**src/design/tppl_pkg.sv**
```systemverilog
`timescale 1ns / 1ps

package tppl_pkg;

    localparam int TEMP_W = 16;
    localparam int DRIVE_W = 16;
    localparam int STATUS_W = 2;
    localparam int GAIN_W = 24;
    localparam int COEF_W = 16;
    localparam int REG_ADDR_W = 5;
    localparam int REG_IDX_W = 3;
    localparam int APB_DATA_W = 32;

    localparam int MUL_B_W = GAIN_W + 1;
    localparam int PROD_W = 2 * MUL_B_W;
    localparam int SUM_W = 48;

    localparam int PLANT_SHIFT = 23;
    localparam int LOSS_SHIFT = 7;
    localparam int PID_SHIFT = 9;
    localparam logic signed [SUM_W-1:0] PLANT_ROUND = SUM_W'(64'sd4194304);
    localparam logic signed [SUM_W-1:0] PID_ROUND = SUM_W'(64'sd256);

    localparam int ITERM_W = 45;
    localparam logic [ITERM_W-1:0] ITERM_LIMIT = {1'b1, {(ITERM_W - 1){1'b0}}};

    localparam int TEMP_MAX = 32767;
    localparam int TEMP_MIN = -32768;
    localparam logic [DRIVE_W-1:0] DRIVE_FULL = 16'h8000;

    localparam logic [STATUS_W-1:0] CLAMP_NONE = 2'd0;
    localparam logic [STATUS_W-1:0] CLAMP_FULL = 2'd1;
    localparam logic [STATUS_W-1:0] CLAMP_ZERO = 2'd2;

    localparam logic [REG_IDX_W-1:0] REG_TARGET = 3'd0;
    localparam logic [REG_IDX_W-1:0] REG_AMBIENT = 3'd1;
    localparam logic [REG_IDX_W-1:0] REG_PROP = 3'd2;
    localparam logic [REG_IDX_W-1:0] REG_INTEG = 3'd3;
    localparam logic [REG_IDX_W-1:0] REG_DERIV = 3'd4;
    localparam logic [REG_IDX_W-1:0] REG_HEAT = 3'd5;
    localparam logic [REG_IDX_W-1:0] REG_LOSS = 3'd6;

    localparam logic [TEMP_W-1:0] TARGET_RESET = 16'd6400;
    localparam logic [TEMP_W-1:0] AMBIENT_RESET = 16'd5120;
    localparam logic [GAIN_W-1:0] PROP_RESET = 24'd163840;
    localparam logic [GAIN_W-1:0] INTEG_RESET = 24'd655;
    localparam logic [GAIN_W-1:0] DERIV_RESET = 24'd32768;
    localparam logic [COEF_W-1:0] HEAT_RESET = 16'd13107;
    localparam logic [COEF_W-1:0] LOSS_RESET = 16'd328;
    localparam logic [TEMP_W-1:0] PLANT_RESET = 16'd5120;

    typedef enum logic [3:0] {
        ST_IDLE,
        ST_HEAT,
        ST_LOSS,
        ST_LOSS_ACC,
        ST_TEMP,
        ST_ERR,
        ST_PROP,
        ST_DERIV,
        ST_INTEG,
        ST_INTEG_ACC,
        ST_INTEG_SAT,
        ST_INTEG_ADD,
        ST_FINISH
    } ctrl_state_t;

    typedef enum logic [2:0] {
        MUL_HEAT,
        MUL_LOSS,
        MUL_PROP,
        MUL_DERIV,
        MUL_INTEG
    } mul_sel_t;

    typedef enum logic [2:0] {
        ACC_HOLD,
        ACC_LOAD_HEAT,
        ACC_SUB_LOSS,
        ACC_LOAD_PROP,
        ACC_ADD_PROD,
        ACC_ADD_INTEG
    } acc_op_t;

    typedef enum logic [1:0] {
        IACC_HOLD,
        IACC_CLEAR,
        IACC_SHIFT_ADD
    } iacc_op_t;

    typedef struct packed {
        mul_sel_t mul_sel;
        acc_op_t  acc_op;
        iacc_op_t iacc_op;
        logic     temp_en;
        logic     err_en;
        logic     sum_en;
        logic     mag_shift;
        logic     isat_en;
        logic     finish;
    } dp_cmd_t;

    typedef struct packed {
        logic out_busy;
    } dp_stat_t;

    typedef struct packed {
        logic [TEMP_W-1:0] setpoint;
        logic [TEMP_W-1:0] ambient_temp;
        logic [GAIN_W-1:0] prop_gain;
        logic [GAIN_W-1:0] integ_gain;
        logic [GAIN_W-1:0] deriv_gain;
        logic [COEF_W-1:0] heat_gain;
        logic [COEF_W-1:0] loss_gain;
    } cfg_t;

endpackage

```
**src/design/tppl_tick_if.sv**
```systemverilog
`timescale 1ns / 1ps

interface tppl_tick_if;
    logic valid;
    logic ready;
    logic tick;

    modport source (output valid, output tick, input ready);
    modport sink (input valid, input tick, output ready);
endinterface

```
**src/design/tppl_result_if.sv**
```systemverilog
`timescale 1ns / 1ps

interface tppl_result_if;
    logic                                valid;
    logic                                ready;
    logic signed [tppl_pkg::TEMP_W-1:0]  temperature;
    logic [tppl_pkg::DRIVE_W-1:0]        drive;
    logic signed [tppl_pkg::TEMP_W-1:0]  error;
    logic [tppl_pkg::STATUS_W-1:0]       clamp_status;

    modport source (output valid, output temperature, output drive, output error,
                    output clamp_status, input ready);
    modport sink (input valid, input temperature, input drive, input error,
                  input clamp_status, output ready);
endinterface

```
**src/design/tppl_regs.sv**
```systemverilog
`timescale 1ns / 1ps

module tppl_regs (
    input  logic                              clk,
    input  logic                              rst_n,
    input  logic                              psel,
    input  logic                              penable,
    input  logic                              pwrite,
    input  logic [tppl_pkg::REG_ADDR_W-1:0]   paddr,
    input  logic [tppl_pkg::APB_DATA_W-1:0]   pwdata,
    output logic [tppl_pkg::APB_DATA_W-1:0]   prdata,
    output logic                              pready,
    output tppl_pkg::cfg_t                    cfg
);
    import tppl_pkg::*;

    cfg_t                 cfg_reg;
    logic [REG_IDX_W-1:0] reg_idx;
    logic                 wr_en;

    assign reg_idx = paddr[REG_ADDR_W-1:2];
    assign wr_en = psel && penable && pwrite && pready;
    assign pready = 1'b1;
    assign cfg = cfg_reg;

    always_ff @(posedge clk or negedge rst_n)
    begin
        if (!rst_n)
        begin
            cfg_reg.setpoint <= TARGET_RESET;
            cfg_reg.ambient_temp <= AMBIENT_RESET;
            cfg_reg.prop_gain <= PROP_RESET;
            cfg_reg.integ_gain <= INTEG_RESET;
            cfg_reg.deriv_gain <= DERIV_RESET;
            cfg_reg.heat_gain <= HEAT_RESET;
            cfg_reg.loss_gain <= LOSS_RESET;
        end
        else if (wr_en)
        begin
            unique case (reg_idx)
                REG_TARGET:  cfg_reg.setpoint <= pwdata[TEMP_W-1:0];
                REG_AMBIENT: cfg_reg.ambient_temp <= pwdata[TEMP_W-1:0];
                REG_PROP:    cfg_reg.prop_gain <= pwdata[GAIN_W-1:0];
                REG_INTEG:   cfg_reg.integ_gain <= pwdata[GAIN_W-1:0];
                REG_DERIV:   cfg_reg.deriv_gain <= pwdata[GAIN_W-1:0];
                REG_HEAT:    cfg_reg.heat_gain <= pwdata[COEF_W-1:0];
                REG_LOSS:    cfg_reg.loss_gain <= pwdata[COEF_W-1:0];
                default:
                begin
                end
            endcase
        end
    end

    always_comb
    begin
        unique case (reg_idx)
            REG_TARGET:  prdata = APB_DATA_W'(cfg_reg.setpoint);
            REG_AMBIENT: prdata = APB_DATA_W'(cfg_reg.ambient_temp);
            REG_PROP:    prdata = APB_DATA_W'(cfg_reg.prop_gain);
            REG_INTEG:   prdata = APB_DATA_W'(cfg_reg.integ_gain);
            REG_DERIV:   prdata = APB_DATA_W'(cfg_reg.deriv_gain);
            REG_HEAT:    prdata = APB_DATA_W'(cfg_reg.heat_gain);
            REG_LOSS:    prdata = APB_DATA_W'(cfg_reg.loss_gain);
            default:     prdata = '0;
        endcase
    end

endmodule

```
**src/design/tppl_ctrl.sv**
```systemverilog
`timescale 1ns / 1ps

module tppl_ctrl #(
    parameter int ACC_WIDTH = 32
) (
    input  logic                clk,
    input  logic                rst_n,
    tppl_tick_if.sink           tick_stream,
    input  tppl_pkg::dp_stat_t  stat,
    output tppl_pkg::dp_cmd_t   cmd
);
    import tppl_pkg::*;

    localparam int NCHUNK = (ACC_WIDTH + GAIN_W - 1) / GAIN_W;
    localparam int CNT_W = (NCHUNK > 1) ? $clog2(NCHUNK) : 1;
    localparam logic [CNT_W-1:0] CNT_LAST = CNT_W'(NCHUNK - 1);

    ctrl_state_t      state_reg;
    ctrl_state_t      state_next;
    logic [CNT_W-1:0] cnt_reg;
    logic [CNT_W-1:0] cnt_next;

    always_ff @(posedge clk or negedge rst_n)
    begin
        if (!rst_n)
        begin
            state_reg <= ST_IDLE;
            cnt_reg <= '0;
        end
        else
        begin
            state_reg <= state_next;
            cnt_reg <= cnt_next;
        end
    end

    always_comb
    begin
        state_next = state_reg;
        cnt_next = cnt_reg;
        cmd = '0;
        cmd.mul_sel = MUL_HEAT;
        cmd.acc_op = ACC_HOLD;
        cmd.iacc_op = IACC_HOLD;
        tick_stream.ready = 1'b0;
        unique case (state_reg)
            ST_IDLE:
            begin
                tick_stream.ready = 1'b1;
                if (tick_stream.valid && tick_stream.tick)
                begin
                    state_next = ST_HEAT;
                end
            end
            ST_HEAT:
            begin
                cmd.mul_sel = MUL_HEAT;
                state_next = ST_LOSS;
            end
            ST_LOSS:
            begin
                cmd.mul_sel = MUL_LOSS;
                cmd.acc_op = ACC_LOAD_HEAT;
                state_next = ST_LOSS_ACC;
            end
            ST_LOSS_ACC:
            begin
                cmd.acc_op = ACC_SUB_LOSS;
                state_next = ST_TEMP;
            end
            ST_TEMP:
            begin
                cmd.temp_en = 1'b1;
                state_next = ST_ERR;
            end
            ST_ERR:
            begin
                cmd.err_en = 1'b1;
                state_next = ST_PROP;
            end
            ST_PROP:
            begin
                cmd.mul_sel = MUL_PROP;
                cmd.sum_en = 1'b1;
                state_next = ST_DERIV;
            end
            ST_DERIV:
            begin
                cmd.mul_sel = MUL_DERIV;
                cmd.acc_op = ACC_LOAD_PROP;
                cmd.iacc_op = IACC_CLEAR;
                cnt_next = '0;
                state_next = ST_INTEG;
            end
            ST_INTEG:
            begin
                cmd.mul_sel = MUL_INTEG;
                cmd.mag_shift = 1'b1;
                if (cnt_reg == '0)
                begin
                    cmd.acc_op = ACC_ADD_PROD;
                end
                else
                begin
                    cmd.iacc_op = IACC_SHIFT_ADD;
                end
                if (cnt_reg == CNT_LAST)
                begin
                    state_next = ST_INTEG_ACC;
                end
                else
                begin
                    cnt_next = cnt_reg + 1'b1;
                end
            end
            ST_INTEG_ACC:
            begin
                cmd.iacc_op = IACC_SHIFT_ADD;
                state_next = ST_INTEG_SAT;
            end
            ST_INTEG_SAT:
            begin
                cmd.isat_en = 1'b1;
                state_next = ST_INTEG_ADD;
            end
            ST_INTEG_ADD:
            begin
                cmd.acc_op = ACC_ADD_INTEG;
                state_next = ST_FINISH;
            end
            ST_FINISH:
            begin
                if (!stat.out_busy)
                begin
                    cmd.finish = 1'b1;
                    state_next = ST_IDLE;
                end
            end
            default:
            begin
                state_next = ST_IDLE;
            end
        endcase
    end

endmodule

```
**src/design/tppl_dpath.sv**
```systemverilog
`timescale 1ns / 1ps

module tppl_dpath #(
    parameter int ACC_WIDTH = 32
) (
    input  logic                clk,
    input  logic                rst_n,
    input  tppl_pkg::cfg_t      cfg,
    input  tppl_pkg::dp_cmd_t   cmd,
    output tppl_pkg::dp_stat_t  stat,
    tppl_result_if.source       result_stream
);
    import tppl_pkg::*;

    localparam int NCHUNK = (ACC_WIDTH + GAIN_W - 1) / GAIN_W;
    localparam int MAG_W = NCHUNK * GAIN_W;
    localparam int IACC_W = MAG_W + GAIN_W;
    localparam int STEP_W = SUM_W - PLANT_SHIFT;
    localparam int TSUM_W = STEP_W + 1;
    localparam int U_W = SUM_W - PID_SHIFT;

    // Loop state.
    logic signed [TEMP_W-1:0]    temp_reg;
    logic [DRIVE_W-1:0]          drive_reg;
    logic signed [ACC_WIDTH-1:0] error_sum_reg;
    logic signed [TEMP_W-1:0]    prev_err_reg;

    // Working registers for one tick.
    logic signed [TEMP_W-1:0]    err_reg;
    logic signed [PROD_W-1:0]    prod_reg;
    logic signed [PROD_W-1:0]    prod_next;
    logic signed [SUM_W-1:0]     acc_reg;
    logic signed [SUM_W-1:0]     acc_next;
    logic [MAG_W-1:0]            mag_sh_reg;
    logic [IACC_W-1:0]           iacc_reg;
    logic [ITERM_W-1:0]          isat_reg;

    logic                        out_valid_reg;
    logic signed [TEMP_W-1:0]    out_temp_reg;
    logic [DRIVE_W-1:0]          out_drive_reg;
    logic signed [TEMP_W-1:0]    out_err_reg;
    logic [STATUS_W-1:0]         out_status_reg;

    logic [GAIN_W-1:0]           mul_a;
    logic signed [MUL_B_W-1:0]   mul_a_s;
    logic signed [MUL_B_W-1:0]   mul_b;
    logic signed [TEMP_W:0]      dtemp;
    logic signed [TEMP_W:0]      diff;
    logic signed [SUM_W-1:0]     prod_s;
    logic signed [SUM_W-1:0]     isat_s;
    logic signed [STEP_W-1:0]    step;
    logic signed [TSUM_W-1:0]    temp_sum;
    logic signed [TEMP_W-1:0]    temp_new;
    logic signed [TEMP_W:0]      err_wide;
    logic signed [TEMP_W-1:0]    err_new;
    logic signed [ACC_WIDTH:0]   esum_wide;
    logic signed [ACC_WIDTH-1:0] esum_new;
    logic                        es_neg;
    logic [ACC_WIDTH-1:0]        es_abs;
    logic [IACC_W-1:0]           iacc_next;
    logic [ITERM_W-1:0]          isat_new;
    logic signed [U_W-1:0]       u_val;
    logic [DRIVE_W-1:0]          drive_new;
    logic [STATUS_W-1:0]         status_new;

    assign dtemp = TEMP_W'(temp_reg) - $signed({cfg.ambient_temp[TEMP_W-1], cfg.ambient_temp});
    assign diff = (TEMP_W + 1)'(err_reg) - (TEMP_W + 1)'(prev_err_reg);

    always_comb
    begin
        case (cmd.mul_sel)
            MUL_HEAT:
            begin
                mul_a = GAIN_W'(cfg.heat_gain);
                mul_b = MUL_B_W'($signed({1'b0, drive_reg}));
            end
            MUL_LOSS:
            begin
                mul_a = GAIN_W'(cfg.loss_gain);
                mul_b = MUL_B_W'(dtemp);
            end
            MUL_PROP:
            begin
                mul_a = cfg.prop_gain;
                mul_b = MUL_B_W'(err_reg);
            end
            MUL_DERIV:
            begin
                mul_a = cfg.deriv_gain;
                mul_b = MUL_B_W'(diff);
            end
            MUL_INTEG:
            begin
                mul_a = cfg.integ_gain;
                mul_b = $signed({1'b0, mag_sh_reg[MAG_W-1 -: GAIN_W]});
            end
            default:
            begin
                mul_a = '0;
                mul_b = '0;
            end
        endcase
    end

    assign mul_a_s = $signed({1'b0, mul_a});
    assign prod_next = mul_a_s * mul_b;
    assign prod_s = prod_reg[SUM_W-1:0];
    assign isat_s = $signed(SUM_W'(isat_reg));

    assign es_neg = error_sum_reg[ACC_WIDTH-1];

    always_comb
    begin
        case (cmd.acc_op)
            ACC_HOLD:      acc_next = acc_reg;
            ACC_LOAD_HEAT: acc_next = prod_s + PLANT_ROUND;
            ACC_SUB_LOSS:  acc_next = acc_reg - (prod_s <<< LOSS_SHIFT);
            ACC_LOAD_PROP: acc_next = prod_s + PID_ROUND;
            ACC_ADD_PROD:  acc_next = acc_reg + prod_s;
            ACC_ADD_INTEG: acc_next = es_neg ? (acc_reg - isat_s) : (acc_reg + isat_s);
            default:       acc_next = acc_reg;
        endcase
    end

    // Plant update: floor shift of the rounded change, then saturate.
    assign step = $signed(acc_reg[SUM_W-1:PLANT_SHIFT]);
    assign temp_sum = TSUM_W'(temp_reg) + TSUM_W'(step);

    always_comb
    begin
        if (temp_sum > TEMP_MAX)
        begin
            temp_new = TEMP_W'(TEMP_MAX);
        end
        else if (temp_sum < TEMP_MIN)
        begin
            temp_new = TEMP_W'(TEMP_MIN);
        end
        else
        begin
            temp_new = temp_sum[TEMP_W-1:0];
        end
    end

    assign err_wide = $signed({cfg.setpoint[TEMP_W-1], cfg.setpoint})
                      - (TEMP_W + 1)'(temp_reg);

    always_comb
    begin
        if (err_wide[TEMP_W] != err_wide[TEMP_W-1])
        begin
            err_new = {err_wide[TEMP_W], {(TEMP_W - 1){~err_wide[TEMP_W]}}};
        end
        else
        begin
            err_new = err_wide[TEMP_W-1:0];
        end
    end

    assign esum_wide = (ACC_WIDTH + 1)'(error_sum_reg) + (ACC_WIDTH + 1)'(err_reg);

    always_comb
    begin
        if (esum_wide[ACC_WIDTH] != esum_wide[ACC_WIDTH-1])
        begin
            esum_new = {esum_wide[ACC_WIDTH], {(ACC_WIDTH - 1){~esum_wide[ACC_WIDTH]}}};
        end
        else
        begin
            esum_new = esum_wide[ACC_WIDTH-1:0];
        end
    end

    assign es_abs = es_neg ? (~error_sum_reg + 1'b1) : error_sum_reg;

    always_comb
    begin
        case (cmd.iacc_op)
            IACC_HOLD:      iacc_next = iacc_reg;
            IACC_CLEAR:     iacc_next = '0;
            IACC_SHIFT_ADD: iacc_next = (iacc_reg << GAIN_W)
                                        + IACC_W'(prod_reg[2*GAIN_W-1:0]);
            default:        iacc_next = iacc_reg;
        endcase
    end

    assign isat_new = (iacc_reg > IACC_W'(ITERM_LIMIT)) ? ITERM_LIMIT
                                                        : iacc_reg[ITERM_W-1:0];

    assign u_val = $signed(acc_reg[SUM_W-1:PID_SHIFT]);

    always_comb
    begin
        if (u_val > U_W'($signed({1'b0, DRIVE_FULL})))
        begin
            drive_new = DRIVE_FULL;
            status_new = CLAMP_FULL;
        end
        else if (u_val < 0)
        begin
            drive_new = '0;
            status_new = CLAMP_ZERO;
        end
        else
        begin
            drive_new = u_val[DRIVE_W-1:0];
            status_new = CLAMP_NONE;
        end
    end

    always_ff @(posedge clk or negedge rst_n)
    begin
        if (!rst_n)
        begin
            temp_reg <= PLANT_RESET;
            drive_reg <= '0;
            error_sum_reg <= '0;
            prev_err_reg <= '0;
            out_valid_reg <= 1'b0;
        end
        else
        begin
            if (cmd.temp_en)
            begin
                temp_reg <= temp_new;
            end
            if (cmd.sum_en)
            begin
                error_sum_reg <= esum_new;
            end
            if (cmd.finish)
            begin
                drive_reg <= drive_new;
                prev_err_reg <= err_reg;
                out_valid_reg <= 1'b1;
            end
            else if (result_stream.ready)
            begin
                out_valid_reg <= 1'b0;
            end
        end
    end

    always_ff @(posedge clk)
    begin
        prod_reg <= prod_next;
        acc_reg <= acc_next;
        iacc_reg <= iacc_next;
        if (cmd.err_en)
        begin
            err_reg <= err_new;
        end
        if (cmd.iacc_op == IACC_CLEAR)
        begin
            mag_sh_reg <= MAG_W'(es_abs);
        end
        else if (cmd.mag_shift)
        begin
            mag_sh_reg <= mag_sh_reg << GAIN_W;
        end
        if (cmd.isat_en)
        begin
            isat_reg <= isat_new;
        end
        if (cmd.finish)
        begin
            out_temp_reg <= temp_reg;
            out_drive_reg <= drive_new;
            out_err_reg <= err_reg;
            out_status_reg <= status_new;
        end
    end

    assign stat.out_busy = out_valid_reg && !result_stream.ready;

    assign result_stream.valid = out_valid_reg;
    assign result_stream.temperature = out_temp_reg;
    assign result_stream.drive = out_drive_reg;
    assign result_stream.error = out_err_reg;
    assign result_stream.clamp_status = out_status_reg;

endmodule

```
**src/design/thermal_plant_pid_loop.sv**
```systemverilog
`timescale 1ns / 1ps

// Thermal plant model closed by a PID heater loop. Each tick word with the tick bit set
// advances the Q8.8 plant one period and runs one PID step, and yields one result word
// with the new temperature, drive, error and clamp status; a tick word with the bit clear
// is taken and ignored. A new tick word is taken only once the previous tick has finished,
// because every product goes through one shared 25x25 multiplier, one product per cycle,
// with the integral term built from 24-bit slices of the ACC_WIDTH-bit integrator. The
// result word is registered when its tick finishes. The result sits in an output
// register, so the block waits only when a previous result word is still unread at the
// end of the next tick. Registers are written through the APB port at byte address
// 4*index and should change only while no tick is in flight.
module thermal_plant_pid_loop #(
    parameter int ACC_WIDTH = 32
) (
    input  logic                              clk,
    input  logic                              rst_n,
    input  logic                              psel,
    input  logic                              penable,
    input  logic                              pwrite,
    input  logic [tppl_pkg::REG_ADDR_W-1:0]   paddr,
    input  logic [tppl_pkg::APB_DATA_W-1:0]   pwdata,
    output logic [tppl_pkg::APB_DATA_W-1:0]   prdata,
    output logic                              pready,
    tppl_tick_if.sink                         tick_stream,
    tppl_result_if.source                     result_stream
);
    import tppl_pkg::*;

    cfg_t     cfg;
    dp_cmd_t  cmd;
    dp_stat_t stat;

    tppl_regs u_regs (
        .clk     (clk),
        .rst_n   (rst_n),
        .psel    (psel),
        .penable (penable),
        .pwrite  (pwrite),
        .paddr   (paddr),
        .pwdata  (pwdata),
        .prdata  (prdata),
        .pready  (pready),
        .cfg     (cfg)
    );

    tppl_ctrl #(
        .ACC_WIDTH (ACC_WIDTH)
    ) u_ctrl (
        .clk         (clk),
        .rst_n       (rst_n),
        .tick_stream (tick_stream),
        .stat        (stat),
        .cmd         (cmd)
    );

    tppl_dpath #(
        .ACC_WIDTH (ACC_WIDTH)
    ) u_dpath (
        .clk           (clk),
        .rst_n         (rst_n),
        .cfg           (cfg),
        .cmd           (cmd),
        .stat          (stat),
        .result_stream (result_stream)
    );

`ifndef ASSERT_OFF
    a_result_from_finish: assert property (@(posedge clk) disable iff (!rst_n)
        $rose(result_stream.valid) |-> $past(cmd.finish))
        else $error("Result word appeared without a finished tick.");

    a_busy_after_tick: assert property (@(posedge clk) disable iff (!rst_n)
        (tick_stream.valid && tick_stream.ready && tick_stream.tick)
        |=> (!tick_stream.ready && !cmd.finish))
        else $error("Tick word taken while a tick is still being worked.");

    a_clamp_full: assert property (@(posedge clk) disable iff (!rst_n)
        (result_stream.valid && result_stream.clamp_status == CLAMP_FULL)
        |-> (result_stream.drive == DRIVE_FULL))
        else $error("Full clamp reported with drive below full power.");

    a_clamp_zero: assert property (@(posedge clk) disable iff (!rst_n)
        (result_stream.valid && result_stream.clamp_status == CLAMP_ZERO)
        |-> (result_stream.drive == '0))
        else $error("Zero clamp reported with nonzero drive.");

    a_drive_range: assert property (@(posedge clk) disable iff (!rst_n)
        result_stream.valid |-> (result_stream.drive <= DRIVE_FULL
                                 && (result_stream.clamp_status == CLAMP_NONE
                                     || result_stream.clamp_status == CLAMP_FULL
                                     || result_stream.clamp_status == CLAMP_ZERO)))
        else $error("Drive or clamp status out of range.");
`endif

endmodule
```
**src/flat_wrapper.sv**
```systemverilog
// flat-port wrapper written by rule: the top's interface ports become plain ports
module thermal_plant_pid_loop_flat import tppl_pkg::*;
#(
    parameter int ACC_WIDTH = 32
)
  (clk, rst_n, psel, penable, pwrite, paddr, pwdata, prdata, pready, tick_stream_valid, tick_stream_tick, tick_stream_ready, result_stream_valid, result_stream_temperature, result_stream_drive, result_stream_error, result_stream_clamp_status, result_stream_ready);
  tppl_tick_if tick_stream_i ();
  tppl_result_if result_stream_i ();
  input  logic clk;
  input  logic rst_n;
  input  logic psel;
  input  logic penable;
  input  logic pwrite;
  input  logic [tppl_pkg::REG_ADDR_W-1:0] paddr;
  input  logic [tppl_pkg::APB_DATA_W-1:0] pwdata;
  output logic [tppl_pkg::APB_DATA_W-1:0] prdata;
  output logic pready;
  input wire logic [$bits(tick_stream_i.valid)-1:0] tick_stream_valid;
  input wire logic [$bits(tick_stream_i.tick)-1:0] tick_stream_tick;
  output wire logic [$bits(tick_stream_i.ready)-1:0] tick_stream_ready;
  output wire logic [$bits(result_stream_i.valid)-1:0] result_stream_valid;
  output wire logic [$bits(result_stream_i.temperature)-1:0] result_stream_temperature;
  output wire logic [$bits(result_stream_i.drive)-1:0] result_stream_drive;
  output wire logic [$bits(result_stream_i.error)-1:0] result_stream_error;
  output wire logic [$bits(result_stream_i.clamp_status)-1:0] result_stream_clamp_status;
  input wire logic [$bits(result_stream_i.ready)-1:0] result_stream_ready;
  assign tick_stream_i.valid = tick_stream_valid;
  assign tick_stream_i.tick = tick_stream_tick;
  assign tick_stream_ready = tick_stream_i.ready;
  assign result_stream_valid = result_stream_i.valid;
  assign result_stream_temperature = result_stream_i.temperature;
  assign result_stream_drive = result_stream_i.drive;
  assign result_stream_error = result_stream_i.error;
  assign result_stream_clamp_status = result_stream_i.clamp_status;
  assign result_stream_i.ready = result_stream_ready;
  thermal_plant_pid_loop #(.ACC_WIDTH(ACC_WIDTH)) u_core (.clk(clk), .rst_n(rst_n), .psel(psel), .penable(penable), .pwrite(pwrite), .paddr(paddr), .pwdata(pwdata), .prdata(prdata), .pready(pready), .tick_stream(tick_stream_i), .result_stream(result_stream_i));
endmodule
```
**config.mk**
```make
export PLATFORM = sky130hd
export DESIGN_NAME = thermal_plant_pid_loop_flat
export DESIGN_NICKNAME = d
export VERILOG_FILES = /design/src/design/tppl_pkg.sv /design/src/design/tppl_tick_if.sv /design/src/design/tppl_result_if.sv /design/src/design/tppl_regs.sv /design/src/design/tppl_ctrl.sv /design/src/design/tppl_dpath.sv /design/src/design/thermal_plant_pid_loop.sv /design/src/flat_wrapper.sv
export SDC_FILE = /design/constraint.sdc
export NUM_CORES = 2
export LEC_CHECK = 0
export ABC_AREA = 1
export BUFFER_PORTS_ARGS = -buffer_cell sky130_fd_sc_hd__clkbuf_2
export CORE_ASPECT_RATIO = 0.9
export CORE_MARGIN = 4
export CORE_UTILIZATION = 30
export DETAILED_ROUTE_END_ITERATION = 10
export HOLD_SLACK_MARGIN = 0.06
export MAX_ROUTING_LAYER = met4
export PLACE_DENSITY = 0.48
export SLEW_MARGIN = 20
export SYNTH_ARGS = -nofsm -noshare
export SYNTH_HDL_FRONTEND = slang
export SYNTH_SLANG_ARGS = --single-unit
export TNS_END_PERCENT = 20
```
**constraint.sdc**
```tcl
create_clock -name clk -period 19 [get_ports clk]
set_clock_uncertainty 0.1 [all_clocks]
set_input_delay 2.85 -clock clk [delete_from_list [all_inputs] [get_ports clk]]
set_output_delay 2.85 -clock clk [all_outputs]
set_load 0.01 [all_outputs]
```
==> qor.txt <==
Placed Cells incl. Taps - 11014
R2R Setup Slk - 8.71 ns
Capture instance of the worst register-to-register path - u_core.u_dpath.prod_reg[45]$_DFF_P_
Post-CTS Resized - 0
Max_slew headroom - 0.2526
Number of max-cap violations - 0
Clk Latency, worst-skew pair - 0.70 ns
Endpoints failing hold - 0
Max stage delay cell, worst path - sky130_fd_sc_hd__and2_1
Dominant cell type by count on the critical path - sky130_fd_sc_hd__fa_1
Number of enable-type register cells in the synthesized netlist - 263
Setup repair after global routing missed its margin - false
Setup TNS after final layout - 0 ns
Crit path buffers/inverters - 10
Worst hold path type - reg2reg
Startpoint kind of the worst setup timing path - flop
Sequential area share after synthesis - 0.2402
Avg Inst Size Synth - 7.373 µm²
Dominant cell type by area after synthesis - sky130_fd_sc_hd__fa_1
Yosys reg bits - 549
Post-route minimum period - 10.29 ns
Initial antenna violation count - 12
Capture point of the worst path - u_core.u_dpath.prod_reg[45]$_DFF_P_
H-tree Lvls - 3
Arr. time, crit path - 10.77 ns
Yosys warning count - 0
Final non-filler cell total - 11144
Average wire length per cell after detail routing - 21.60 µm
Most numerous cell in the Yosys netlist - sky130_fd_sc_hd__nand2_1
Startpoint of the worst setup timing path - u_core.u_ctrl.state_reg[0]$_DFFE_PN0P_
Flip-flop cell with the highest count after synthesis - sky130_fd_sc_hd__edfxtp_1
Horizontal die dimension - 485.2 µm
Share of final-layout standard cells stronger than drive strength 1 - 0.06482
Core ar. - 0.2037 mm²
Count of cells along the worst register-to-register path - 34
Fraction of the core area covered by cells at the end of the flow - 0.3311
Layout overhead on the synthesized area - 9.714%
Outcome - complete, no violations
Clock Pin Slew Worst Setup and Hold Paths - 0.06 ns
Number of design-rule violations left by the first detailed-router iteration - 5402
Drt drc - 0
Commonest cells post-synth - sky130_fd_sc_hd__nand2_1, sky130_fd_sc_hd__inv_1, sky130_fd_sc_hd__nor2_1
TritonCTS clock tree - built
Largest fanout on the critical path - 20
Clock buffer count from CTS - 70
Total Nets Final - 9362
Post-route fraction of the period consumed by the critical path - 0.5414
Number of search-and-repair iterations in the first detailed-routing pass - 7
R2R Path Start - u_core.u_ctrl.state_reg[0]$_DFFE_PN0P_
Maximum root-to-sink buffer count - 3
Pin count of the biggest net entering global routing - 117
Highest cell delay on the worst timing path - 0.64 ns
Max Fclk - 97.22 MHz
Number of ports placed on the die boundary - 130
Number of setup buffers added after CTS - 0
Async set-or-reset flop fraction in the synthesized netlist - 0.4044
Synthesized netlist cell count - 8338
Syn Std Cell Area - 0.06148 mm²
Hold buffer count at cts - 0
Count of distinct cell types in the synthesized netlist - 78
Overflow left after global routing - 0
CTS Sinks - 549
Final number of max-transition violations - 0
Top cell type's share of synthesized area - 0.1664
Global-route wire length before repair - 358200 µm
Effective utilization at floorplan - 0.3018
Last weighted congestion value of the routability-driven placer - 0.9545
Slew @ Worst Pin - 1.111 ns
Count of endpoints failing setup in the final report - 0
Filler cell count in the final layout - 21934
Total number of vias - 56057
Type of the worst setup path - reg2reg
Final wirelength - 240700 µm
Number of gates on the worst path with buffers counted - 34
Port-buffer cells - 110
Top cells by area in the synthesized netlist - sky130_fd_sc_hd__fa_1, sky130_fd_sc_hd__edfxtp_1, sky130_fd_sc_hd__nand2_1, sky130_fd_sc_hd__inv_1, sky130_fd_sc_hd__ha_1
Antenna viol nets, final - 0
Die span in y - 437.5 µm
Critical path data required time - 19.48 ns
Kind of cell adding the most delay to the critical path - adder cells
Average via count per standard cell - 5.030
Standard-cell row count - 157
Placed wire-length estimate - 192800 µm
Number of global-route vias before repair - 54415
Max reg flops - 136
CP Capture Type - flop
Die area - 0.2122 mm²
Clock Tree Root - sky130_fd_sc_hd__clkbuf_16
Global-route usage over all layers - 0.2296
==> per-layer routing <==
layer  track usage  vias to the layer above  routed length (µm)
met3       0.03241                      237               16930
met1        0.3375                    27369              117300
li1              -                    26560                   -
met5             -                        -                   0
met4       0.04631                        0                4995
met2        0.3352                     1891              101500
==> logic make-up (layout without fill, tap and decap cells) <==
family / Yosys count / in the layout / synth area share
AO/OA/AOI/OAI: 1415 / 1415 / 0.1294
flip-flops: 549 / 549 / 0.2402
adder cells (fa/ha/maj): 934 / 934 / 0.2525
AND/OR/NAND/NOR: 3316 / 3316 / 0.2265
buffers and inverters: 1928 / 2022 / 0.1236
other: 2 / 11 / 0.0001222
XOR/XNOR: 194 / 194 / 0.02764
==> stage by stage <==
| step | hold WS [ns] | instance area [µm²] | worst slack (ns) |
|---|---|---|---|
| floorplan | 0.3474 | 61510 | 11.22 |
| global placement | 0.3659 | 65000 | 8.759 |
| detailed placement | 0.3711 | 65000 | 8.701 |
| CTS | 0.3884 | 67450 | 8.671 |
| global route | 0.3994 | 67450 | 8.089 |
| finish | 0.3832 | 67450 | 8.714 |
==> worst min path at each step <==
stage	startpoint	to	slack [ns]	cells past startpoint
final	u_core.u_regs.cfg[108]$_DFFE_PN0P_	u_core.u_regs.cfg[108]$_DFFE_PN0P_	0.38	2
after global routing	u_core.u_regs.cfg[115]$_DFFE_PN0P_	u_core.u_regs.cfg[115]$_DFFE_PN0P_	0.40	2
after CTS	u_core.u_dpath.drive_reg[5]$_DFFE_PN0P_	u_core.u_dpath.drive_reg[5]$_DFFE_PN0P_	0.39	2
after detailed placement	u_core.u_dpath.drive_reg[5]$_DFFE_PN0P_	u_core.u_dpath.drive_reg[5]$_DFFE_PN0P_	0.37	2
after global placement	u_core.u_dpath.drive_reg[5]$_DFFE_PN0P_	u_core.u_dpath.drive_reg[5]$_DFFE_PN0P_	0.37	2
after floorplan	u_core.u_dpath.mag_sh_reg[14]$_SDFFCE_PP0P_	u_core.u_dpath.mag_sh_reg[38]$_SDFFE_PN0P_	0.35	2
==> layout make-up <==
cell class,count,area (µm²),share of cell area
Tap cell,2703,3382,0.05014
Sequential cell,549,14770,0.2189
Inverter,1679,6305,0.09347
Multi-Input combinational cell,5868,39190,0.5811
Clock buffer,92,1957,0.02901
Antenna cell,2,5.005,0.00007420
Clock inverter,36,493.0,0.007309
Timing Repair Buffer,215,1349,0.02000
==> cells in the final DEF, fill, tap and decap left out, drive strengths merged, types with 17 or more instances in the layout <==
cell / count
fa: 511
dfrtp: 195
o21ai: 581
o211ai: 23
a21oi: 525
dfstp: 27
a31oi: 44
a221oi: 19
or2: 34
dfxtp: 64
nand4: 107
inv: 1673
nor2: 824
nand2: 1851
nor4: 57
o22ai: 50
clkinv: 33
o21bai: 34
xor2: 146
nor3: 127
nand3b: 17
a21o: 36
buf: 106
xnor2: 48
edfxtp: 263
nand3: 274
clkbuf: 201
ha: 423
o21a: 26
==> worst reg2reg max path: cells and delay by family (launching register included) <==
family	cells	cell delay [ns]
buffers and inverters	10	1.69
AO/OA/AOI/OAI	2	0.73
adder cells (fa/ha/maj)	8	4.14
flip-flops	1	0.42
XOR/XNOR	1	0.16
AND/OR/NAND/NOR	13	2.99
Power is left out: the tool's default activity adds up to more than one toggle a clock period on the data nets, which glitch-free logic cannot reach.
